[src/hdl/cfp_pkg.sv]
// Types and constants of the command frame parser.
package cfp_pkg;

	// One input item: a received byte or a resync request.
	typedef struct packed {
		logic       kind;
		logic [7:0] rx_byte;
	} cfp_in_t;

	// One result item.
	typedef struct packed {
		logic [1:0]  event_res;
		logic [7:0]  payload_byte;
		logic [7:0]  byte_index;
		logic [7:0]  command_id;
		logic [7:0]  payload_len;
		logic [15:0] error_total;
	} cfp_out_t;

	// Input kinds.
	localparam logic KIND_BYTE   = 1'b0;
	localparam logic KIND_RESYNC = 1'b1;

	// Result events.
	localparam logic [1:0] EV_NONE  = 2'd0;
	localparam logic [1:0] EV_BYTE  = 2'd1;
	localparam logic [1:0] EV_GOOD  = 2'd2;
	localparam logic [1:0] EV_ERROR = 2'd3;

	// Parser phases.
	localparam logic [2:0] PH_HUNT    = 3'd0;
	localparam logic [2:0] PH_MARKER  = 3'd1;
	localparam logic [2:0] PH_ID      = 3'd2;
	localparam logic [2:0] PH_LEN     = 3'd3;
	localparam logic [2:0] PH_PAYLOAD = 3'd4;
	localparam logic [2:0] PH_SUM     = 3'd5;

	// Configuration register indexes and reset values.
	localparam logic       REG_START_MARKER = 1'b0;
	localparam logic       REG_MAX_LEN      = 1'b1;
	localparam logic [7:0] START_MARKER_RST = 8'h3E;
	localparam logic [7:0] MAX_LEN_RST      = 8'hFF;

endpackage

[src/hdl/command_frame_parser_top.sv]
// Command frame parser: deframes received bytes and checks both checksums.
//
// Input channel (item_valid, item_stall, item): one transfer per received byte,
// or a resync item that sends the parser back to hunting for a start marker.
// Output channel (result_valid, result_stall, result): exactly one result per
// input item, in order: nothing, a payload byte with its index, frame good, or
// protocol error, together with the current command id, declared length and
// the wrapping 16-bit error count.
// Configuration: cfg_en writes cfg_data into register cfg_index (0 start
// marker, 1 largest payload length); write only while the parser is idle.
// An input transfer is captured in the input register and, once the result
// register is free, passes through the parse logic into the result register.
// Throughput is one item per cycle while the receiver does not stall.
// While the receiver stalls, the result register holds and one further item
// waits in the input register; only then is item_stall raised.
// Reset clears the phase to hunting, the frame fields, the error count and
// both registers' valid flags, and loads the configuration reset values.
module command_frame_parser_top (
	input  logic              clk,
	input  logic              arst_n,
	input  logic              item_valid,
	output logic              item_stall,
	input  cfp_pkg::cfp_in_t  item,
	output logic              result_valid,
	input  logic              result_stall,
	output cfp_pkg::cfp_out_t result,
	input  logic              cfg_en,
	input  logic              cfg_index,
	input  logic [7:0]        cfg_data
);
	import cfp_pkg::*;

	logic [7:0] marker_q;
	logic [7:0] max_len_q;

	logic [2:0]  phase_q, phase_d;
	logic [7:0]  frame_id_q, frame_id_d;
	logic [7:0]  frame_len_q, frame_len_d;
	logic [7:0]  count_q, count_d;
	logic [7:0]  sum_q, sum_d;
	logic [15:0] err_q, err_d;

	logic        item_valid_s1;
	cfp_in_t     item_s1;
	logic        result_valid_s2;
	cfp_out_t    result_s2;

	logic        accept;
	logic        advance;
	logic [1:0]  ev;
	logic [7:0]  pbyte;
	logic [7:0]  pidx;
	logic [7:0]  hdr_check;

	// Handshake: the input register moves on when the result register is free.
	assign advance    = item_valid_s1 && (!result_valid_s2 || !result_stall);
	assign item_stall = item_valid_s1 && !advance;
	assign accept     = item_valid && !item_stall;

	assign result_valid = result_valid_s2;
	assign result       = result_s2;

	// Configuration registers.
	always_ff @(posedge clk or negedge arst_n) begin
		if (!arst_n) begin
			marker_q  <= START_MARKER_RST;
			max_len_q <= MAX_LEN_RST;
		end else if (cfg_en) begin
			if (cfg_index == REG_START_MARKER) begin
				marker_q <= cfg_data;
			end else begin
				max_len_q <= cfg_data;
			end
		end
	end

	// Input register.
	always_ff @(posedge clk or negedge arst_n) begin
		if (!arst_n) begin
			item_valid_s1 <= 1'b0;
		end else begin
			item_valid_s1 <= accept || (item_valid_s1 && !advance);
		end
	end

	always_ff @(posedge clk) begin
		if (accept) begin
			item_s1 <= item;
		end
	end

	// Phase update and event for the item in the input register.
	assign hdr_check = frame_id_q + frame_len_q;

	always_comb begin
		phase_d     = phase_q;
		frame_id_d  = frame_id_q;
		frame_len_d = frame_len_q;
		count_d     = count_q;
		sum_d       = sum_q;
		ev          = EV_NONE;
		pbyte       = 8'd0;
		pidx        = 8'd0;
		if (item_s1.kind == KIND_RESYNC) begin
			phase_d = PH_HUNT;
		end else begin
			case (phase_q)
				PH_MARKER: begin
					frame_id_d = item_s1.rx_byte;
					count_d    = 8'd0;
					phase_d    = PH_ID;
				end
				PH_ID: begin
					frame_len_d = item_s1.rx_byte;
					phase_d     = PH_LEN;
				end
				PH_LEN: begin
					if (item_s1.rx_byte == hdr_check && frame_len_q <= max_len_q) begin
						sum_d   = 8'd0;
						count_d = 8'd0;
						phase_d = (frame_len_q == 8'd0) ? PH_SUM : PH_PAYLOAD;
					end else begin
						ev      = EV_ERROR;
						phase_d = PH_HUNT;
					end
				end
				PH_PAYLOAD: begin
					ev      = EV_BYTE;
					pbyte   = item_s1.rx_byte;
					pidx    = count_q;
					sum_d   = sum_q + item_s1.rx_byte;
					count_d = count_q + 8'd1;
					if (count_d == frame_len_q) begin
						phase_d = PH_SUM;
					end
				end
				PH_SUM: begin
					phase_d = PH_HUNT;
					ev      = (item_s1.rx_byte == sum_q) ? EV_GOOD : EV_ERROR;
				end
				default: begin
					if (item_s1.rx_byte == marker_q) begin
						phase_d = PH_MARKER;
					end else begin
						ev      = EV_ERROR;
						phase_d = PH_HUNT;
					end
				end
			endcase
		end
	end

	// Every protocol error counts once; the counter wraps.
	assign err_d = (ev == EV_ERROR) ? err_q + 16'd1 : err_q;

	// Parser state, updated when the item moves to the result register.
	always_ff @(posedge clk or negedge arst_n) begin
		if (!arst_n) begin
			phase_q     <= PH_HUNT;
			frame_id_q  <= 8'd0;
			frame_len_q <= 8'd0;
			count_q     <= 8'd0;
			sum_q       <= 8'd0;
			err_q       <= 16'd0;
		end else if (advance) begin
			phase_q     <= phase_d;
			frame_id_q  <= frame_id_d;
			frame_len_q <= frame_len_d;
			count_q     <= count_d;
			sum_q       <= sum_d;
			err_q       <= err_d;
		end
	end

	// Result register: holds while the receiver stalls.
	always_ff @(posedge clk or negedge arst_n) begin
		if (!arst_n) begin
			result_valid_s2 <= 1'b0;
		end else if (advance) begin
			result_valid_s2 <= 1'b1;
		end else if (!result_stall) begin
			result_valid_s2 <= 1'b0;
		end
	end

	always_ff @(posedge clk) begin
		if (advance) begin
			result_s2.event_res    <= ev;
			result_s2.payload_byte <= pbyte;
			result_s2.byte_index   <= pidx;
			result_s2.command_id   <= frame_id_d;
			result_s2.payload_len  <= frame_len_d;
			result_s2.error_total  <= err_d;
		end
	end

endmodule

[config.mk]
export PLATFORM = sky130hd
export DESIGN_NAME = command_frame_parser_top
export DESIGN_NICKNAME = d
export VERILOG_FILES = /design/src/hdl/cfp_pkg.sv /design/src/hdl/command_frame_parser_top.sv
export SDC_FILE = /design/constraint.sdc
export NUM_CORES = 1
export LEC_CHECK = 0
export BUFFER_PORTS_ARGS = -buffer_cell sky130_fd_sc_hd__buf_2
export CORE_MARGIN = 1.5
export CORE_UTILIZATION = 53
export DETAILED_ROUTE_END_ITERATION = 10
export PLACE_DENSITY = 0.76
export SYNTH_ARGS = -nofsm -noshare
export SYNTH_HDL_FRONTEND = slang
export SYNTH_SLANG_ARGS = --single-unit
export TNS_END_PERCENT = 30
[constraint.sdc]
create_clock -name clk -period 3.5 [get_ports clk]
set_input_delay 0 -clock clk [delete_from_list [all_inputs] [get_ports clk]]
set_output_delay 0 -clock clk [all_outputs]
set_load 0.01 [all_outputs]
==> results of run 1 <==
## layout make-up
type | instances | area [µm²] | share of cell area (%)
tap | 168 | 210 | 2.61
multi-input combinational | 424 | 2940 | 36.4
clock inverter | 7 | 85.1 | 1.06
timing repair buffer | 119 | 773 | 9.59
clock buffer | 25 | 477 | 5.92
sequential | 128 | 3510 | 43.6
inverter | 17 | 63.8 | 0.792
## power by group through the flow
stage               registers [µW]  clock network (µW)  logic, µW
floorplan                     2080                   0        723
global placement              2070                   0       1050
detailed placement            2090                   0       1100
CTS                           2060                1720       1140
global route                  2090                1760       1270
finish                        2070                1690       1150
## sequential cells by signal, summed over array words and instances (netlist names)
name,flops
marker_q,8
max_len_q,8
err_q,16
phase_q,3
frame_id_q,8
sum_q,8
result,50
item_valid_s1,1
item_s1,9
frame_len_q,8
count_q,8
result_valid,1
## synth_stat cells (all sizes together), types with 3 or more instances
cell / n / share of area (%)
nand4: 6 / 0.57
nor4: 15 / 1.6
nor3: 30 / 2.4
dfrtp: 56 / 21
nand2b: 4 / 0.38
and3: 5 / 0.47
nand2: 87 / 4.9
nor2: 27 / 1.6
and2: 15 / 1.4
mux2i: 5 / 0.76
inv: 17 / 0.96
xor2: 36 / 4.8
o211ai: 4 / 0.45
a21oi: 20 / 1.5
nand3: 10 / 0.76
or3: 4 / 0.38
xnor2: 30 / 4.0
o21ai: 22 / 1.7
nor2b: 3 / 0.28
edfxtp: 59 / 27
clkbuf: 19 / 1.1
mux2: 34 / 5.8
or4: 4 / 0.45
buf: 5 / 0.64
a21o: 8 / 0.91
ha: 25 / 4.7
dfstp: 13 / 5.2
## cells in the final DEF (no fill, tap or decap), types with 3 or more instances in the layout
master / instances
o211ai_1: 4
nor2_1: 26
edfxtp_1: 59
clkbuf_1: 7
mux2_2: 33
nor3_1: 28
inv_1: 16
buf_4: 23
ha_1: 25
or4_1: 4
nor2b_1: 3
dfstp_2: 13
nand4_1: 6
nor4_1: 13
dfrtp_1: 56
and2_1: 15
xnor2_1: 30
nand2b_1: 4
o21ai_0: 21
mux2i_1: 5
or3_1: 4
and3_1: 5
dlygate4sd3_1: 21
a21oi_1: 20
clkbuf_16: 18
a21o_1: 8
nand2_1: 87
xor2_1: 36
buf_2: 74
nand3_1: 10
## per-stage QoR
| stage | setup slack [ns] | instance area [µm²] | TNS, ns |
|---|---|---|---|
| 2_1_floorplan | 0.278 | 6620 | 0 |
| 3_3_place_gp | 0.112 | 7260 | 0 |
| 3_5_place_dp | -0.0132 | 7260 | -0.0297 |
| 4_1_cts | 0.000961 | 8040 | 0 |
| 5_1_grt | -0.0145 | 8060 | -0.0402 |
| 6_report | 0.150 | 8060 | 0 |
## worst min-delay path, cell delays in order
cell	delay [ns]
buf_2	0.09
nor2b_1	0.13
mux2_2	0.26
## layer usage
| metal | vias up | global-route usage [%] | share of wire [%] |
|---|---|---|---|
| met5 | - | 0 | 0 |
| met4 | 0 | 12.8 | 2.9 |
| met3 | 34 | 5.03 | 5.6 |
| met2 | 189 | 42.3 | 51 |
| met1 | 2399 | 30.3 | 41 |
| li1 | 2336 | - | - |
## cell families after synthesis
logic type               Yosys count
flip-flops                       128
AO/OA/AOI/OAI                     73
adder cells (fa/ha/maj)           27
AND/OR/NAND/NOR                  218
multiplexers                      39
XOR/XNOR                          67
buffers and inverters             41
## final timing paths
path	start	end	depth (start not counted)
max	frame_len_q[0]	result[13]	11
min	cfg_index	marker_q[7]	3
max reg2reg	frame_len_q[0]	result[13]	11
min reg2reg	err_q[15]	err_q[15]	1
max in group asynchronous	arst_n	max_len_q[7]	3
min in group asynchronous	arst_n	count_q[3]	2
## what timing repair did
item	4_1_cts	5_1_grt
buffers inserted	0	2
endpoints found under the setup margin	13	38
pin swaps	0	2
endpoints found under the hold margin	58	0
resized for setup	1	2
hold buffers	21	0
==> flow_summary.json, run 1 <==
{
  "status": "finished, final reports clean",
  "synth_cells": 593,
  "seq_power_share_pct": 42.2,
  "dp_hpwl_um": 10400,
  "final_util_pct": 66.5,
  "cts_root_buf": "clkbuf_16",
  "intPower_uw": 3480,
  "r2r_setup_slack_ns": 0.15,
  "synth_cell_types": 56,
  "drv_slew": 0,
  "p_sw_uw": 1420,
  "gp_congestion": 0.928,
  "power_uw": 4900,
  "track_usage_pct": 24.9,
  "hold_viol": 0,
  "cts_max_level": 4,
  "synth_adder_area_share_pct": 5.33,
  "fp.dieW_um": 115,
  "period_needed_ns": 3.35,
  "clockBufferDepth": 2,
  "avgSynthCellArea_um2": 11.2,
  "finalNetCount": 757,
  "worstSetupPathType": "reg -> reg",
  "drive_gt1_share_pct": 25.0,
  "ant_nets": 0,
  "final_cells": 888,
  "core_area_um2": 12100,
  "synthArstFlopShare_pct": 53.9,
  "drt_iter0_drc": 383,
  "vias": 4958,
  "cp_num_buf_inv": 1,
  "cts_inserted_buffers": 17,
  "routed_via_density": 5.58,
  "power.density_nw_per_um2": 608,
  "areaGrowthSynthToFinish_pct": 21.8,
  "placementRows": 40,
  "synth_top_family_by_area": "simple AND/OR/NAND/NOR gates",
  "route.detailed.drc": 0,
  "wl_per_cell_um": 17.2,
  "diodes": 0,
  "p_comb_share_pct": 23.4,
  "antenna_found_initial": 0,
  "cts_sinks": 128,
  "grt_start_max_net_pins": 36,
  "fmax_ghz": 0.299,
  "cts_tree": "done",
  "hp-class": "in -> reg",
  "start_kind": "register",
  "worstSkewPairLatency_ns": 0.43,
  "path_cells": "ha_1 > fa_1 > a21o_1 > a221oi_2 > o2111ai_1 > or4_1 > nor3_4 > o21a_2 > buf_12 > nor4_1 > xor2_1",
  "critPathMaxFanout": 26,
  "finClkSkew_ns": 0.0107,
  "max_cap_viol_count": 0,
  "setup_violations": 0,
  "rsz0062_at_grt": "true",
  "drt-pass1-iter-count": 7,
  "tightest_slew_ns": 0.920,
  "first_global_vias": 4971,
  "ios": 75,
  "relSlewSlack_pct": 38.7,
  "grt_remaining_overflow": 0,
  "syn-cell-area_um2": 6620,
  "clkSlewWorstSetupHoldPaths_ns": 0.06,
  "wl_um": 15300,
  "path_delay_family": "compound AO/OA/AOI/OAI gates",
  "synth_ff_type": "edfxtp_1",
  "dp_cells": 833,
  "peakVddDrop_v": 0.000370,
  "die_height_um": 115,
  "die_area_um2": 13200,
  "synth_nets": 643,
  "fin_crit_sh_pct": 95.7,
  "yosysWarnings": 0,
  "p_clk_share_pct": 34.5,
  "muxShareOfSynthArea_pct": 6.60,
  "initial_core_util_pct": 54.6,
  "crit_arrival_ns": 3.51,
  "switching_share_pct": 29.0,
  "synthSimpleGateAreaFrac_pct": 16.2,
  "synth-edff-count": 59,
  "p_leak_uw": 0.00365,
  "synth_seq_cells": 128,
  "crit_path_end_kind": "register",
  "required_ns": 3.66,
  "ys_seq_area_share_pct": 53.1,
  "slowest_delay_ns": 0.46,
  "fillers": 918,
  "synth_xor_area_share_pct": 9.10,
  "slowest_stage": "or4_1",
  "grt_pass1_wl_um": 24800,
  "hold_slack_ns": 0.0869,
  "port_buffers": 74,
  "synth_compound_area_share_pct": 6.92
}
(Power assumes the default switching activity.)
==> run 2, diff against run 1 <==
--- a/config.mk
+++ b/config.mk
@@ -5,8 +5,8 @@
 export SDC_FILE = /design/constraint.sdc
 export NUM_CORES = 1
 export LEC_CHECK = 0
+export ABC_AREA = 1
 export BUFFER_PORTS_ARGS = -buffer_cell sky130_fd_sc_hd__buf_2
-export CORE_MARGIN = 1.5
 export CORE_UTILIZATION = 53
 export DETAILED_ROUTE_END_ITERATION = 10
 export PLACE_DENSITY = 0.76
==> run 2 against run 1 <==
Synthesized area is 3.9% higher. Die area up 2.0%. Sequential share of layout area down 0.88 points. Sequential cell count unchanged. Via count grew 9.0%. Global-route usage decreased by 0.73 points. Clock power grew 9%. Non-clock buffer count decreased by 18. Maximum frequency increased by 20%. Cell area rose by 2.0%.
==> flow_summary.json, run 2 <==
{
  "cts-hold-fix-buffers": 20,
  "finalNetCount": 922,
  "die_area_um2": 13400,
  "yosysWarnings": 0,
  "final_common_cell": "nand2_1",
  "fin_crit_sh_pct": 79.6,
  "rsz0062_at_grt": "false",
  "synthArstFlopShare_pct": 53.9,
  "antenna_found_initial": 0,
  "grt_remaining_overflow": 0,
  "core_area_um2": 12600,
  "clkSlewWorstSetupHoldPaths_ns": 0.06,
  "synth_top_area_cell": "edfxtp_1",
  "track_usage_pct": 24.2,
  "path_cells": "ha_1 > fa_1 > nand2_1 > nand2_1 > nand3_1 > nand2_1 > nand2_1 > nand2_1 > inv_1 > nand2_1 > nor2_2 > nand2_4 > nand2_8 > nand2_4 > nand3_4 > nand2_1 > and2_1",
  "vias": 5405,
  "crit_path_end_kind": "register",
  "cts_sinks": 128,
  "final_cell_mix": "214 x nand2_1, 91 x inv_1, 74 x buf_2, 63 x o21ai_0, 59 x edfxtp_1",
  "path_common_cell": "nand2_1",
  "first_global_vias": 5029,
  "synth_area_leaders": "edfxtp_1 26%, dfrtp_1 20%, nand2_1 12%",
  "period_needed_ns": 2.78,
  "dpl-instance-area_um2": 7410,
  "max_cap_viol_count": 0,
  "cts_max_level": 4,
  "fillers": 1026,
  "required_ns": 3.67,
  "ant_nets": 0,
  "cts_inserted_buffers": 17,
  "syn-cell-area_um2": 6870,
  "drv_slew": 0,
  "route.detailed.drc": 0,
  "setup-tns-final_ns": 0,
  "fin_area_um2": 8220,
  "preCtsSetupSlack_ns": 0.743,
  "critPathMaxFanout": 17,
  "slowest_delay_ns": 0.41,
  "die_height_um": 116,
  "synth_common_cells": "214 x nand2_1, 92 x inv_1, 63 x o21ai_0, 59 x edfxtp_1, 56 x dfrtp_1",
  "fin_ws_ns": 0.716,
  "largest_reg_flops": 50,
  "ios": 75,
  "ctsResizeCount": 0,
  "power_uw": 4950,
  "cts.repair_timing.setup_buffer_count": 0,
  "synth_cell_types": 47,
  "crit_arrival_ns": 2.96,
  "cts_tree": "done",
  "path_delay_family": "simple AND/OR/NAND/NOR gates",
  "wl_um": 14900,
  "grt_start_max_net_pins": 70,
  "peakVddDrop_v": 0.000441,
  "routed_via_density": 5.11,
  "wl_per_cell_um": 14.1,
  "drt-pass1-iter-count": 6,
  "synth_nets": 821,
  "drt_iter0_drc": 372,
  "yosysMostFrequentCell": "nand2_1",
  "clockBufferDepth": 2,
  "synth_ff_type": "edfxtp_1",
  "p_leak_uw": 0.00388,
  "cts_root_buf": "clkbuf_16",
  "hold_viol": 0,
  "fp.dieW_um": 116,
  "hp-class": "in -> reg",
  "synth_cells": 771,
  "ys_seq_area_share_pct": 51.1,
  "diodes": 0,
  "start_kind": "register",
  "tightest_slew_ns": 0.955,
  "worstSkewPairLatency_ns": 0.42,
  "avgSynthCellArea_um2": 8.91,
  "cp_num_buf_inv": 1,
  "synth_seq_cells": 128,
  "slowest_stage": "dfrtp_1",
  "worstSetupPathType": "reg -> reg",
  "gp_congestion": 0.944,
  "port_buffers": 74,
  "finClkSkew_ns": 0.00856,
  "power.density_nw_per_um2": 602,
  "drive_gt1_share_pct": 18.5,
  "placementRows": 41,
  "synth-edff-count": 59,
  "relSlewSlack_pct": 36.1,
  "fmax_ghz": 0.359,
  "yosysTopAreaCellShare_pct": 25.8,
  "areaGrowthSynthToFinish_pct": 19.7,
  "setup_violations": 0,
  "dp_hpwl_um": 9940,
  "status": "finished, final reports clean",
  "initial_core_util_pct": 54.5,
  "grt_pass1_wl_um": 24200
}
[run 2: changes by cell type after synthesis, moves of 12 or more]
cell / before / now
o21ai_0: 22 / 63
nand2_2: 0 / 17
xnor2_1: 30 / 18
nor3_1: 28 / 10
and2_1: 15 / 2
nor2_1: 26 / 48
xor2_1: 36 / 21
nand3_1: 10 / 28
nand4_1: 6 / 23
mux2_2: 33 / 0
nand2_1: 87 / 214
inv_1: 17 / 92
[run 2: layer usage]
layer  vias up  GRT usage, %  part of all wire (%)
met1      2508          31.6                    46
met3        18          6.38                   4.7
met4         0          8.03                   1.5
met5         -             0                     0
li1       2737             -                     -
met2       142          39.2                    48
[run 2: cell families after synthesis]
kind of cell	Yosys count	share of synthesized area, %
xor gates and xnor gates	39	4.97
AOI/OAI and AO/OA	94	7.72
adders and majority gates	27	5.13
DFF	128	51.1
buffers and inverters	116	6.94
and+or+nand+nor	367	24.1
[run 2: where the power goes]
part / leakage, µW / internal [µW] / total (µW) / switching (µW)
registers: 0.00143 / 1810 / 1990 / 177
logic: 0.00216 / 445 / 1120 / 679
clock network: 0.000295 / 1200 / 1840 / 639
[run 2: final cells by class]
cell class                 instances  area, µm²  area share [%]
sequential                       128       3510            42.7
multi-input combinational        527       2880            35.0
timing repair buffer             101        636            7.73
clock buffer                      20        447            5.43
inverter                          97        365            4.44
tap                              172        215            2.62
clock inverter                    12        166            2.02
[run 2: worst register-to-register path, delay by kind of cell (launching register included)]
family                     cells  cell delay, ns
and+or+nand+nor               14            1.46
adders and majority gates      2            0.63
DFF                            1            0.41
buffers and inverters          1            0.04
[run 2: through the flow]
step | hold WS (ns) | util, % | cells
after CTS | 0.129 | 65.2 | 1057
after detailed placement | 0.178 | 58.7 | 1005
final | 0.144 | 65.2 | 1057
after global placement | 0.177 | 58.7 | 1005
after global routing | 0.170 | 65.2 | 1057
after floorplan | -0.296 | - | 771
[run 2: path summary, 6_finish.rpt]
| check | depth (start not counted) | slack (ns) | from | end |
|---|---|---|---|---|
| worst min-delay path | 4 | 0.14 | cfg_en | marker_q[4] |
| max in group asynchronous | 3 | 2.57 | arst_n | err_q[13] |
| min in group asynchronous | 3 | 0.35 | arst_n | count_q[2] |
| worst max register to register | 17 | 0.72 | frame_len_q[0] | result[1] |
| worst max-delay path | 17 | 0.72 | frame_len_q[0] | result[1] |
| worst min register to register | 2 | 0.49 | max_len_q[7] | max_len_q[7] |
==> run 3, diff against run 2 <==
==> constraint.sdc (replaced) <==
create_clock -name clk -period 2.4 [get_ports clk]
set_input_delay 0 -clock clk [delete_from_list [all_inputs] [get_ports clk]]
set_output_delay 0 -clock clk [all_outputs]
set_load 0.01 [all_outputs]
==> run 3 against run 2 <==
Via count rose by 4.6%. Core utilization rose by 4.3 points. Register-to-register slack got worse by 0.84 ns. Critical endpoint is now err_q[2]. Non-clock buffer count rose by 41. Sequential power rose by 44%. Largest cell class unchanged. Critical path type unchanged. Power rose by 53%. Largest power group unchanged. Clock power rose by 48%. Critical path depth fell by 1. Maximum frequency rose by 10%. The flow now finishes with violations (setup timing). Sequential share of layout area fell by 2.6 points. First-iteration DRC count fell by 20%. Sequential cell count did not move.
==> flow_summary.json, run 3 (synthesis results as in run 2) <==
{
  "tightest_slew_ns": 0.453,
  "setup_violations": 38,
  "cts_inserted_buffers": 17,
  "diodes": 0,
  "status": "complete, but fails checks",
  "final_util_pct": 69.4,
  "grt_start_max_net_pins": 55,
  "relSlewSlack_pct": 69.6,
  "hold_viol": 0,
  "fmax_ghz": 0.396,
  "intPower_uw": 5240,
  "track_usage_pct": 26.2,
  "antenna_found_initial": 0,
  "hp-class": "in -> async",
  "p_clk_share_pct": 35.9,
  "required_ns": 2.76,
  "fp.dieW_um": 116,
  "switching_share_pct": 31.0,
  "route.detailed.drc": 0,
  "worstSkewPairLatency_ns": 0.42,
  "port_buffers": 74,
  "gp_congestion": 0.973,
  "max_cap_viol_count": 0,
  "crit_path_end_kind": "register",
  "drt_iter0_drc": 296,
  "wl_um": 16200,
  "clockBufferDepth": 2,
  "critPathMaxFanout": 7,
  "p_sw_uw": 2360,
  "core_area_um2": 12600,
  "ant_nets": 0,
  "power.density_nw_per_um2": 866,
  "clkSlewWorstSetupHoldPaths_ns": 0.06,
  "first_global_vias": 5462,
  "die_height_um": 116,
  "cts_tree": "done",
  "violations": "setup timing",
  "die_area_um2": 13400,
  "vias": 5654,
  "fin_crit_sh_pct": 105,
  "wl_per_cell_um": 14.7,
  "cts_root_buf": "clkbuf_16",
  "initial_core_util_pct": 54.5,
  "dp_hpwl_um": 10800,
  "finClkSkew_ns": 0.0122,
  "cts_sinks": 128,
  "p_comb_share_pct": 26.3,
  "finalNetCount": 963,
  "worstSetupPathType": "reg -> reg",
  "final_cell_mix": "202 x nand2_1, 91 x inv_1, 74 x buf_2, 62 x o21ai_0, 59 x edfxtp_1",
  "start_kind": "register",
  "drv_slew": 0,
  "final_common_cell": "nand2_1",
  "drive_gt1_share_pct": 25.2,
  "rsz0062_at_grt": "true",
  "drt-pass1-iter-count": 5,
  "seq_power_share_pct": 37.8,
  "r2r_setup_slack_ns": -0.13,
  "grt_remaining_overflow": 0,
  "crit_arrival_ns": 2.89,
  "largest_reg_flops": 50,
  "placementRows": 41,
  "ios": 75,
  "fin_ws_ns": -0.127,
  "period_needed_ns": 2.53,
  "grt_pass1_wl_um": 26200,
  "cts_max_level": 4,
  "peakVddDrop_v": 0.000641,
  "p_leak_uw": 0.00411,
  "areaGrowthSynthToFinish_pct": 27.5,
  "dp_cells": 1043,
  "routed_via_density": 5.15,
  "final_cells": 1098
}
==> run 3: path summary, 6_finish.rpt <==
check / start / endpoint / cells after the start
hold / removal: arst_n / item_valid_s1 / 2
min in group clk: cfg_en / marker_q[4] / 4
setup reg to reg: frame_id_q[0] / err_q[2] / 16
hold reg to reg: max_len_q[3] / max_len_q[3] / 2
setup / recovery: frame_id_q[0] / err_q[2] / 16
max in group asynchronous: arst_n / count_q[5] / 3
==> run 3: power by group through the flow <==
stage	clock (µW)	combinational (µW)	sequential, µW
2_1_floorplan	0	1160	2900
3_3_place_gp	0	1740	2880
3_5_place_dp	0	1770	2890
4_1_cts	2760	1860	2850
5_1_grt	2850	2240	2900
6_report	2730	1990	2870
==> run 3: routing by layer <==
layer | track usage [%] | vias to the layer above | share of wire (%)
met5 | 0 | - | 0
met4 | 11.7 | 0 | 2.4
met3 | 6.69 | 30 | 6.1
met2 | 42.8 | 184 | 48
met1 | 33.0 | 2626 | 43
li1 | - | 2814 | -
==> run 3: critical path: stages (launching register included) <==
cell and delay (ns):
dfrtp_1 0.38, ha_2 0.20, fa_2 0.52, xnor2_1 0.11
nand2_1 0.07, nor2_1 0.09, nand3_1 0.11, nor2_4 0.16
nand2_4 0.09, nand2_8 0.10, nand2_8 0.07, nand3_4 0.15
buf_6 0.13, nand2_1 0.08, nand2_2 0.09, nand2_1 0.05
nand2_1 0.06
==> run 3: cell type report <==
type                       count  area (µm²)
clock buffer                  20         447
clock inverter                12         184
fill                         965        3860
inverter                      97         365
multi-input combinational    527        3020
sequential                   128        3520
tap                          172         215
timing repair buffer         142        1010
==> run 3: stage by stage <==
| step | total power, µW | hold WS [ns] | setup slack, ns | instance area, µm² | setup TNS (ns) |
|---|---|---|---|---|---|
| finish | 7590 | 0.0485 | -0.127 | 8760 | -2.11 |
| global route | 7990 | 0.0520 | -0.237 | 8760 | -7.57 |
| CTS | 7480 | 0.0467 | -0.103 | 8640 | -1.57 |
| detailed placement | 4660 | -0.0361 | -0.0713 | 7750 | -1.62 |
| global placement | 4620 | -0.0361 | -0.0396 | 7750 | -0.488 |
| floorplan | 4060 | -0.296 | -0.0967 | 6870 | -0.193 |
==> run 3: repair_timing <==
item                                    in CTS  in global routing
hold endpoints to repair                    83                  0
buffers inserted                             0                  3
hold buffers                                20                  0
endpoints found under the setup margin      44                 48
resized for setup                           12                 24
pin swaps                                   10                 16
